[config.mk]
export PLATFORM = sky130hd
export DESIGN_NAME = sorted_priority_queue_flat
export DESIGN_NICKNAME = d
export VERILOG_FILES = /design/src/spq_pkg.sv /design/src/spq_if.sv /design/src/spq_cell.sv /design/src/sorted_priority_queue.sv /design/src/flat_wrapper.sv
export SDC_FILE = /design/constraint.sdc
export NUM_CORES = 1
export LEC_CHECK = 0
export BUFFER_PORTS_ARGS = -buffer_cell sky130_fd_sc_hd__buf_2
export CAP_MARGIN = 10
export CORE_MARGIN = 8
export CORE_UTILIZATION = 58
export DETAILED_ROUTE_END_ITERATION = 8
export PLACE_DENSITY_LB_ADDON = 0.12
export SLEW_MARGIN = 25
export SYNTH_ARGS = -nofsm -noshare
export SYNTH_HDL_FRONTEND = slang
export SYNTH_SLANG_ARGS = --single-unit
[constraint.sdc]
create_clock -name clk -period 4.07 [get_ports clk]
set_input_delay 0.814 -clock clk [delete_from_list [all_inputs] [get_ports clk]]
set_output_delay 0.814 -clock clk [all_outputs]
set_load 0.02 [all_outputs]
[src/spq_pkg.sv]
`default_nettype none

package spq_pkg;

    localparam int ValueW = 8;
    localparam int PrioW  = 16;
    localparam int CountW = 5;

    localparam logic [ValueW-1:0] EMPTY_MARK = 8'd120;
    localparam logic [CountW-1:0] CAPACITY_RESET = 5'd16;

    typedef enum logic
    {
        OP_ENQ = 1'b0,
        OP_DEQ = 1'b1
    } opcode_t;

    typedef enum logic [1:0]
    {
        ST_OK    = 2'd0,
        ST_FULL  = 2'd1,
        ST_EMPTY = 2'd2
    } status_t;

    typedef struct packed
    {
        logic [ValueW-1:0]       value;
        logic signed [PrioW-1:0] prio;
    } entry_t;

    // Per-cell control from the queue controller.
    typedef struct packed
    {
        logic enq;        // enqueue accepted this cycle
        logic deq;        // dequeue accepted this cycle
        logic occupied;   // cell index below the fill count
        logic left_keep;  // left neighbour holds (always set for the head cell)
    } cell_ctrl_t;

endpackage

`default_nettype wire

[src/spq_if.sv]
`default_nettype none

interface spq_req_if;
    logic                               valid;
    logic                               ready;
    logic                               opcode;
    logic [spq_pkg::ValueW-1:0]         item_value;
    logic signed [spq_pkg::PrioW-1:0]   item_priority;

    modport source (output valid, opcode, item_value, item_priority, input ready);
    modport sink   (input valid, opcode, item_value, item_priority, output ready);
endinterface

interface spq_res_if;
    logic                           valid;
    logic                           ready;
    logic [1:0]                     status;
    logic [spq_pkg::ValueW-1:0]     out_value;
    logic [spq_pkg::CountW-1:0]     fill_count;

    modport source (output valid, status, out_value, fill_count, input ready);
    modport sink   (input valid, status, out_value, fill_count, output ready);
endinterface

`default_nettype wire

[src/spq_cell.sv]
`default_nettype none

module spq_cell
(
    input  wire logic                clk,
    input  wire spq_pkg::cell_ctrl_t ctrl,
    input  wire spq_pkg::entry_t     new_entry,
    input  wire spq_pkg::entry_t     left_entry,
    input  wire spq_pkg::entry_t     right_entry,
    output spq_pkg::entry_t          entry,
    output logic                     keep
);

    spq_pkg::entry_t entry_reg;
    spq_pkg::entry_t entry_next;

    // Hold when occupied and not of lower priority than the newcomer.
    assign keep  = ctrl.occupied && (entry_reg.prio >= new_entry.prio);
    assign entry = entry_reg;

    always_comb
    begin
        entry_next = entry_reg;
        if (ctrl.enq && !keep)
        begin
            entry_next = ctrl.left_keep ? new_entry : left_entry;
        end
        else if (ctrl.deq)
        begin
            entry_next = right_entry;
        end
    end

    always_ff @(posedge clk)
    begin
        entry_reg <= entry_next;
    end

endmodule

`default_nettype wire

[src/sorted_priority_queue.sv]
`default_nettype none

// Channel   | Modport | Payload                                  | Role
// ----------+---------+------------------------------------------+------------------------
// request   | sink    | opcode, item_value, item_priority        | enqueue / dequeue
// result    | source  | status, out_value, fill_count            | one per request
// cfg_we/.. | plain   | cfg_wdata[4:0]                           | capacity register
//
// One request is taken per cycle while the result register is empty or being drained;
// its result appears in the result register on the next cycle. The row of cells
// compares every entry with the incoming priority at once and shifts as the request is taken.
// A request is taken whenever the result register is empty or being drained.
// Reset clears the fill count, the result valid and sets capacity to 16; cell
// contents are left as they are and only read below the fill count.

module sorted_priority_queue
#(
    parameter int DEPTH = 16
)
(
    input  wire logic                       clk,
    input  wire logic                       rst_n,
    spq_req_if.sink                         request,
    spq_res_if.source                       result,
    input  wire logic                       cfg_we,
    input  wire logic [spq_pkg::CountW-1:0] cfg_wdata
);

    // Width wide enough for both the fill count and DEPTH.
    localparam int DepthW = $clog2(DEPTH + 1);
    localparam int CmpW   = (DepthW > spq_pkg::CountW) ? DepthW : spq_pkg::CountW;

    logic [spq_pkg::CountW-1:0] capacity_reg;
    logic [spq_pkg::CountW-1:0] count_reg;
    logic [spq_pkg::CountW-1:0] count_next;

    logic                       res_valid_reg;
    spq_pkg::status_t           res_status_reg;
    spq_pkg::status_t           res_status_next;
    logic [spq_pkg::ValueW-1:0] res_value_reg;
    logic [spq_pkg::ValueW-1:0] res_value_next;
    logic [spq_pkg::CountW-1:0] res_fill_reg;

    logic            req_fire;
    logic            is_deq;
    logic            full;
    logic            empty;
    logic            do_enq;
    logic            do_deq;
    spq_pkg::entry_t new_entry;

    spq_pkg::entry_t cell_entry [DEPTH];
    logic            cell_keep  [DEPTH];

    // Take a request whenever the result register is free or emptying.
    assign request.ready = !res_valid_reg || result.ready;
    assign req_fire      = request.valid && request.ready;
    assign is_deq        = (request.opcode == spq_pkg::OP_DEQ);

    // Limit is the lower of capacity and the built depth.
    assign full  = (CmpW'(count_reg) >= CmpW'(DEPTH)) || (count_reg >= capacity_reg);
    assign empty = (count_reg == '0);

    assign do_enq = req_fire && !is_deq && !full;
    assign do_deq = req_fire && is_deq && !empty;

    assign new_entry.value = request.item_value;
    assign new_entry.prio  = request.item_priority;

    // Row of cells: head at index 0, each fed by the neighbours it has.
    for (genvar i = 0; i < DEPTH; i++)
    begin : g_cell
        spq_pkg::cell_ctrl_t ctrl;
        spq_pkg::entry_t     left_entry;
        spq_pkg::entry_t     right_entry;

        assign ctrl.enq      = do_enq;
        assign ctrl.deq      = do_deq;
        assign ctrl.occupied = (CmpW'(i) < CmpW'(count_reg));

        if (i == 0)
        begin : g_head
            assign ctrl.left_keep = 1'b1;
            assign left_entry     = new_entry;
        end
        else
        begin : g_body
            assign ctrl.left_keep = cell_keep[i-1];
            assign left_entry     = cell_entry[i-1];
        end

        // Tail holds its own contents on a dequeue.
        if (i == DEPTH - 1)
        begin : g_tail
            assign right_entry = cell_entry[i];
        end
        else
        begin : g_inner
            assign right_entry = cell_entry[i+1];
        end

        spq_cell u_cell
        (
            .clk         (clk),
            .ctrl        (ctrl),
            .new_entry   (new_entry),
            .left_entry  (left_entry),
            .right_entry (right_entry),
            .entry       (cell_entry[i]),
            .keep        (cell_keep[i])
        );
    end

    // Fill count and result contents for the request being taken.
    always_comb
    begin
        count_next      = count_reg;
        res_status_next = spq_pkg::ST_OK;
        res_value_next  = '0;
        if (is_deq)
        begin
            if (empty)
            begin
                res_status_next = spq_pkg::ST_EMPTY;
                res_value_next  = spq_pkg::EMPTY_MARK;
            end
            else
            begin
                res_value_next = cell_entry[0].value;
                count_next     = count_reg - spq_pkg::CountW'(1);
            end
        end
        else
        begin
            if (full)
            begin
                res_status_next = spq_pkg::ST_FULL;
            end
            else
            begin
                count_next = count_reg + spq_pkg::CountW'(1);
            end
        end
    end

    always_ff @(posedge clk or negedge rst_n)
    begin
        if (!rst_n)
        begin
            capacity_reg  <= spq_pkg::CAPACITY_RESET;
            count_reg     <= '0;
            res_valid_reg <= 1'b0;
        end
        else
        begin
            if (cfg_we)
            begin
                capacity_reg <= cfg_wdata;
            end
            if (req_fire)
            begin
                count_reg     <= count_next;
                res_valid_reg <= 1'b1;
            end
            else if (result.ready)
            begin
                res_valid_reg <= 1'b0;
            end
        end
    end

    // Result payload: load on each taken request, hold otherwise.
    always_ff @(posedge clk)
    begin
        if (req_fire)
        begin
            res_status_reg <= res_status_next;
            res_value_reg  <= res_value_next;
            res_fill_reg   <= count_next;
        end
    end

    assign result.valid      = res_valid_reg;
    assign result.status     = res_status_reg;
    assign result.out_value  = res_value_reg;
    assign result.fill_count = res_fill_reg;

endmodule

`default_nettype wire

[src/flat_wrapper.sv]
// flat-port wrapper written by rule: the top's interface ports become plain ports
module sorted_priority_queue_flat 
#(
    parameter int DEPTH = 16
)
  (clk, rst_n, cfg_we, cfg_wdata, request_valid, request_opcode, request_item_value, request_item_priority, request_ready, result_valid, result_status, result_out_value, result_fill_count, result_ready);
  spq_req_if request_i ();
  spq_res_if result_i ();
  input  wire logic clk;
  input  wire logic rst_n;
  input  wire logic cfg_we;
  input  wire logic [spq_pkg::CountW-1:0] cfg_wdata;
  input wire logic [$bits(request_i.valid)-1:0] request_valid;
  input wire logic [$bits(request_i.opcode)-1:0] request_opcode;
  input wire logic [$bits(request_i.item_value)-1:0] request_item_value;
  input wire logic [$bits(request_i.item_priority)-1:0] request_item_priority;
  output wire logic [$bits(request_i.ready)-1:0] request_ready;
  output wire logic [$bits(result_i.valid)-1:0] result_valid;
  output wire logic [$bits(result_i.status)-1:0] result_status;
  output wire logic [$bits(result_i.out_value)-1:0] result_out_value;
  output wire logic [$bits(result_i.fill_count)-1:0] result_fill_count;
  input wire logic [$bits(result_i.ready)-1:0] result_ready;
  assign request_i.valid = request_valid;
  assign request_i.opcode = request_opcode;
  assign request_i.item_value = request_item_value;
  assign request_i.item_priority = request_item_priority;
  assign request_ready = request_i.ready;
  assign result_valid = result_i.valid;
  assign result_status = result_i.status;
  assign result_out_value = result_i.out_value;
  assign result_fill_count = result_i.fill_count;
  assign result_i.ready = result_ready;
  sorted_priority_queue #(.DEPTH(DEPTH)) u_core (.clk(clk), .rst_n(rst_n), .request(request_i), .result(result_i), .cfg_we(cfg_we), .cfg_wdata(cfg_wdata));
endmodule
==> results.toml, run 1 <==
[floorplanning]
io_pins = 52
core_area_mm2 = 0.0473
dieArea_mm2 = 0.0548
start_util_pct = 58.3
dieHeight_um = 234
rows = 80
chipWidth_um = 234

[worst_setup_path]
cp.buffers_inverters = 5
path_class = "input pin to register"
rrSetupSlack_ns = 0.40
worstPathArrival_ns = 4.01
reg2reg_from = "u_core.count_reg[0]"
crit_path_max_fanout = 30
cp.required_ns = 4.40
slowest_stage = "or3_1"
cpMostUsedCell = "buf_4"
r2r_cells = 11
max_stage_delay_ns = 0.53
start_kind = "input pin"
crit_family = "buffers and inverters"
reg2reg_to = "u_core.g_cell[9].u_cell.entry[8]"
endpoint_kind = "register"
timing.critical_path.cells = "buf_2 > inv_2 > buf_4 > ha_1 > nand4_1 > or3_1 > a21oi_1 > nor4_1 > o31ai_4 > buf_12 > buf_4 > mux2i_1 > o31ai_1"

[final_layout]
layout_commonest_cell = "edfxtp_1"
final_cell_mix = "edfxtp_1, a21oi_1, mux2i_1"
drive_gt1_share_pct = 20.1
final_cells = 3109
largest_reg_flops = 384
diodes = 0
stdcell_area_mm2 = 0.0309
nets = 2738
utilization_pct = 65.2
syn2layout_area_growth_pct = 11.8

[sta]
grt_setup_unrepaired = "no"
fmax_mhz = 271
finalSetupViolCount = 0
fin_skew_ns = 0.0269
hold_violations = 0
timing.final.crit_share_pct = 90.5
tightest_slew_ns = 0.688
slew_headroom_pct = 54.0
slew_viol_final = 0
holdWs_ns = 0.0815
layout_setup_ws_ns = 0.386
finalCriticalPeriod_ns = 3.68

[clock_network]
post_cts_resized = 0
clkSlewWorstSetupHoldPaths_ns = 0.06
cts_max_level = 2
cts_tree = "yes"
clockBufferDepth = 3
hold_buffers = 0
postCtsSetupBuffers = 0
cts-root-buf = "clkbuf_16"
clkLatencyLatePin_ns = 0.61
numCtsBuffers = 48
clock-sinks = 410

[yosys]
synthFlopType = "edfxtp_1"
synth_edf_count = 399
yosysTopAreaCellShare_pct = 43.4
yosysWarningCount = 0
synthTopCellsByArea = "edfxtp_1, ha_1, mux2i_1"
syn_area_per_cell_um2 = 11.4
synth_area_mm2 = 0.0276
ys_ff_latch = 410
yosysTopAreaCell = "edfxtp_1"
synthCells = 2430
ys_async_sr_fraction_pct = 2.68
postSynthNetCount = 2713
synth.distinct_cells = 70
ys_seq_area_share_pct = 44.4

[global_routing]
grt_overflow = 0
grt_max_degree = 123
grt_pass1_wl_um = 116000
antenna_found_initial = 0
grt_pass1_vias = 20900
grt.total_usage_pct = 26.6

[pwr]
p_leak_nw = 12.2
power_density_mw_per_mm2 = 402
vdd_drop_max_mv = 0.261

[drt]
vias_per_cell = 6.69
drcViolationCount = 0
wire_per_inst_um = 23.7
antenna_left = 0
wirelength_um = 73700
vias = 20800
drt_iter0_drc = 1885
first_pass_iters = 7

[run]
maxCapViolCount = 0

[place]
dp_hpwl_um = 54100
dp_cells = 3020
pre_cts_ws_ns = -0.0981
placement.cell_area_mm2 = 0.0292
io_buffers = 51
place.gp.congestion = 0.923

[hold_path]
hp-class = "input pin to async pin"

[outcome]
run_status = "completed"
==> cell families (layout without fill, tap and decap cells) <==
kind of cell	after synthesis	count (layout)	share of synthesized area, %
buf+inv	256	320	4.09
xor+xnor	6	6	0.190
fa+ha+maj	248	248	11.2
mux	458	458	18.0
simple gates	295	295	5.28
flops	410	410	44.4
compound gates	757	757	16.8
==> power by group <==
group          leakage [nW]  switching [mW]  internal, mW
clock network         0.828            1.86          2.83
registers              3.82           0.148          4.86
logic                  7.60            1.59          1.13
total                  12.2            3.59          8.83
==> stage by stage <==
stage               TNS, ns  total power [mW]
floorplan            -0.875              6.98
detailed placement   -0.647              7.77
global placement    -0.0131              7.68
CTS                       0              12.5
global route              0              12.9
finish                    0              12.4
==> per-layer routing <==
metal	up-vias	GRT usage [%]	routed length [µm]
met4	0	8.34	1840
met1	10300	36.6	32600
li1	9682	-	-
met3	127	3.29	4300
met2	712	43.4	35000
met5	-	0	0
==> how the worst max path moves through the flow <==
stage,from,end,slack (ns),depth (start not counted)
final,request_item_priority[15],u_core.g_cell[10].u_cell.entry[8],0.39,13
after CTS,u_core.count_reg[0],u_core.g_cell[9].u_cell.entry[8],0.45,11
after global routing,u_core.count_reg[0],u_core.g_cell[12].u_cell.entry[5],0.20,11
after detailed placement,request_item_priority[15],u_core.g_cell[10].u_cell.entry[8],-0.1,13
after floorplan,request_item_priority[3],u_core.g_cell[7].u_cell.entry[0],-0.04,11
after global placement,request_item_priority[14],u_core.g_cell[6].u_cell.entry[9],-0.007,12
==> cells in the mapped netlist (17+ instances only) <==
cell type  instances
edfxtp_1         399
a21oi_1          333
mux2i_1          252
ha_1             248
a31oi_1          187
mux2_2           153
clkbuf_1         137
nand2_1          106
o21ai_0           74
nand4_1           50
nor2_1            50
buf_2             47
inv_1             44
mux2_4            36
a222oi_1          23
a22o_1            23
o31ai_1           20
buf_4             18
mux2_1            17
==> final cells by class <==
type	count	area [µm²]
fill	3693	16500
multi-input combinational	1764	14500
sequential	410	12300
timing repair buffer	185	1510
clock buffer	59	1280
tap	615	769
clock inverter	30	410
inverter	46	180
==> worst register-to-register path, cell delays in order (launching register included) <==
cell     delay, ns
dfrtp_1       0.55
inv_1         0.17
ha_1          0.32
nor2b_1       0.10
o21ai_0       0.12
a31oi_1       0.20
buf_4         0.18
nand3_2       0.36
inv_8         0.39
buf_4         0.39
nand2_1       0.18
nand2_4       0.34
(Power assumes the default switching activity.)
==> inputs of run 2 (changes only) <==
--- a/config.mk
+++ b/config.mk
@@ -11,6 +11,7 @@
 export CORE_UTILIZATION = 58
 export DETAILED_ROUTE_END_ITERATION = 8
 export PLACE_DENSITY_LB_ADDON = 0.12
+export REMOVE_ABC_BUFFERS = 1
 export SLEW_MARGIN = 25
 export SYNTH_ARGS = -nofsm -noshare
 export SYNTH_HDL_FRONTEND = slang
==> results.toml, run 2 (synthesized netlist as in run 1, its figures left out) <==
[place]
place.gp.congestion = 0.927
dp_cells = 3040
io_buffers = 51
pre_cts_ws_ns = -0.0896
dp_hpwl_um = 53000

[drt]
drcViolationCount = 0
vias = 20400
first_pass_iters = 6
vias_per_cell = 6.54
antenna_left = 0
drt_iter0_drc = 1992
wire_per_inst_um = 22.6
wirelength_um = 70800

[sta]
grt_setup_unrepaired = "no"
layout_setup_ws_ns = 0.392
hold_violations = 0
timing.final.crit_share_pct = 90.4
fmax_mhz = 272
fin_skew_ns = 0.0196
slew_headroom_pct = 41.7
finalCriticalPeriod_ns = 3.68
slew_viol_final = 0
finalSetupViolCount = 0
tightest_slew_ns = 0.873

[worst_setup_path]
endpoint_kind = "register"
crit_cells = 10
timing.critical_path.cells = "inv_1 > ha_1 > nor2b_1 > o21ai_0 > a31oi_1 > nand3_2 > clkinv_8 > buf_12 > a21oi_1 > a31oi_1"
crit_path_max_fanout = 130
cpMostUsedCell = "a31oi_1"
start_kind = "register"
slowest_stage = "dfrtp_1"
path_class = "register to register"
worstPathArrival_ns = 4.12
r2r_cells = 10
cp.buffers_inverters = 3
max_stage_delay_ns = 0.50
cp.required_ns = 4.51
crit_family = "buffers and inverters"

[clock_network]
cts-root-buf = "clkbuf_16"
cts_tree = "yes"
clkSlewWorstSetupHoldPaths_ns = 0.06
clkLatencyLatePin_ns = 0.60
numCtsBuffers = 47
cts_max_level = 2
clockBufferDepth = 3
hold_buffers = 0
clock-sinks = 410

[global_routing]
grt_max_degree = 131
grt_overflow = 0
grt.total_usage_pct = 25.7
grt_pass1_vias = 20400
grt_pass1_wl_um = 112000
antenna_found_initial = 1

[floorplanning]
dieHeight_um = 234
rows = 80
chipWidth_um = 234
dieArea_mm2 = 0.0548
start_util_pct = 58.3
core_area_mm2 = 0.0473
io_pins = 52

[final_layout]
largest_reg_flops = 384
utilization_pct = 65.5
layout_commonest_cell = "edfxtp_1"
drive_gt1_share_pct = 19.7
final_cells = 3128
fillers = 3654
final_cell_mix = "edfxtp_1, a21oi_1, mux2i_1"
syn2layout_area_growth_pct = 12.3
nets = 2757

[outcome]
run_status = "completed"

[hold_path]
hp-class = "input pin to async pin"

[pwr]
p_leak_nw = 12.3
vdd_drop_max_mv = 0.341
power_density_mw_per_mm2 = 389

[run]
maxCapViolCount = 0
[run 2: cell types whose count changed in the layout (fill, tap and decap cells not counted), moves of 4 or more]
| cell | change |
|---|---|
| inv_1 | +13 |
| nand2_1 | +10 |
| inv_2 | -13 |
| clkbuf_1 | -5 |
| buf_12 | +17 |
| nand2_4 | -9 |
| bufinv_16 | -4 |
| clkinv_1 | +5 |
[run 2: power breakdown]
part / internal [mW] / switching, mW / total [mW]
logic: 1.18 / 1.54 / 2.72
registers: 4.86 / 0.159 / 5.02
clock network: 2.51 / 1.82 / 4.33
[run 2: what timing repair did]
| action | CTS | global route |
|---|---|---|
| setup buffers | 0 | 0 |
| gates resized for setup | 0 | 1 |
| setup endpoints to repair | 0 | 2 |
[run 2: final cells by class]
| type | instances | area (µm²) | area share, % |
|---|---|---|---|
| clock inverters | 34 | 320 | 1.03 |
| diodes | 1 | 2.50 | 0.00807 |
| well taps | 615 | 769 | 2.48 |
| multi-input cells | 1764 | 14400 | 46.3 |
| repair buffers | 205 | 1870 | 6.05 |
| flip-flops and latches | 410 | 12300 | 39.5 |
| inverters | 46 | 185 | 0.597 |
| clock buffers | 53 | 1240 | 4.00 |
[run 2: worst paths after layout]
path / startpoint / slack (ns) / end
worst max-delay path: u_core.count_reg[0] / 0.39 / u_core.g_cell[1].u_cell.entry[9]
worst min-delay path: rst_n / 0.09 / u_core.result.valid
worst max register to register: u_core.count_reg[0] / 0.39 / u_core.g_cell[1].u_cell.entry[9]
worst min register to register: u_core.capacity_reg[4] / 0.52 / u_core.capacity_reg[4]
max in group asynchronous: rst_n / 3.71 / u_core.capacity_reg[4]
min in group clk: request_valid / 0.43 / u_core.result.valid
[run 2: stage by stage]
stage	hold slack, ns	cell area, µm²	power [mW]	setup TNS (ns)
2_1_floorplan	0.474	26700	6.91	-2550.06
3_3_place_gp	0.502	29400	7.70	-0.472
5_1_grt	0.0999	31000	12.5	0
6_report	0.0892	31000	12.1	0
4_1_cts	0.0658	31000	12.1	0
3_5_place_dp	0.516	29400	7.79	-1.50
[run 2: metal layers]
layer	track usage, %	share of wire (%)	vias to the layer above
met3	2.60	5.1	124
li1	-	-	9689
met1	35.1	45	9973
met4	9.01	3.0	0
met2	42.4	47	659
met5	0	0	-
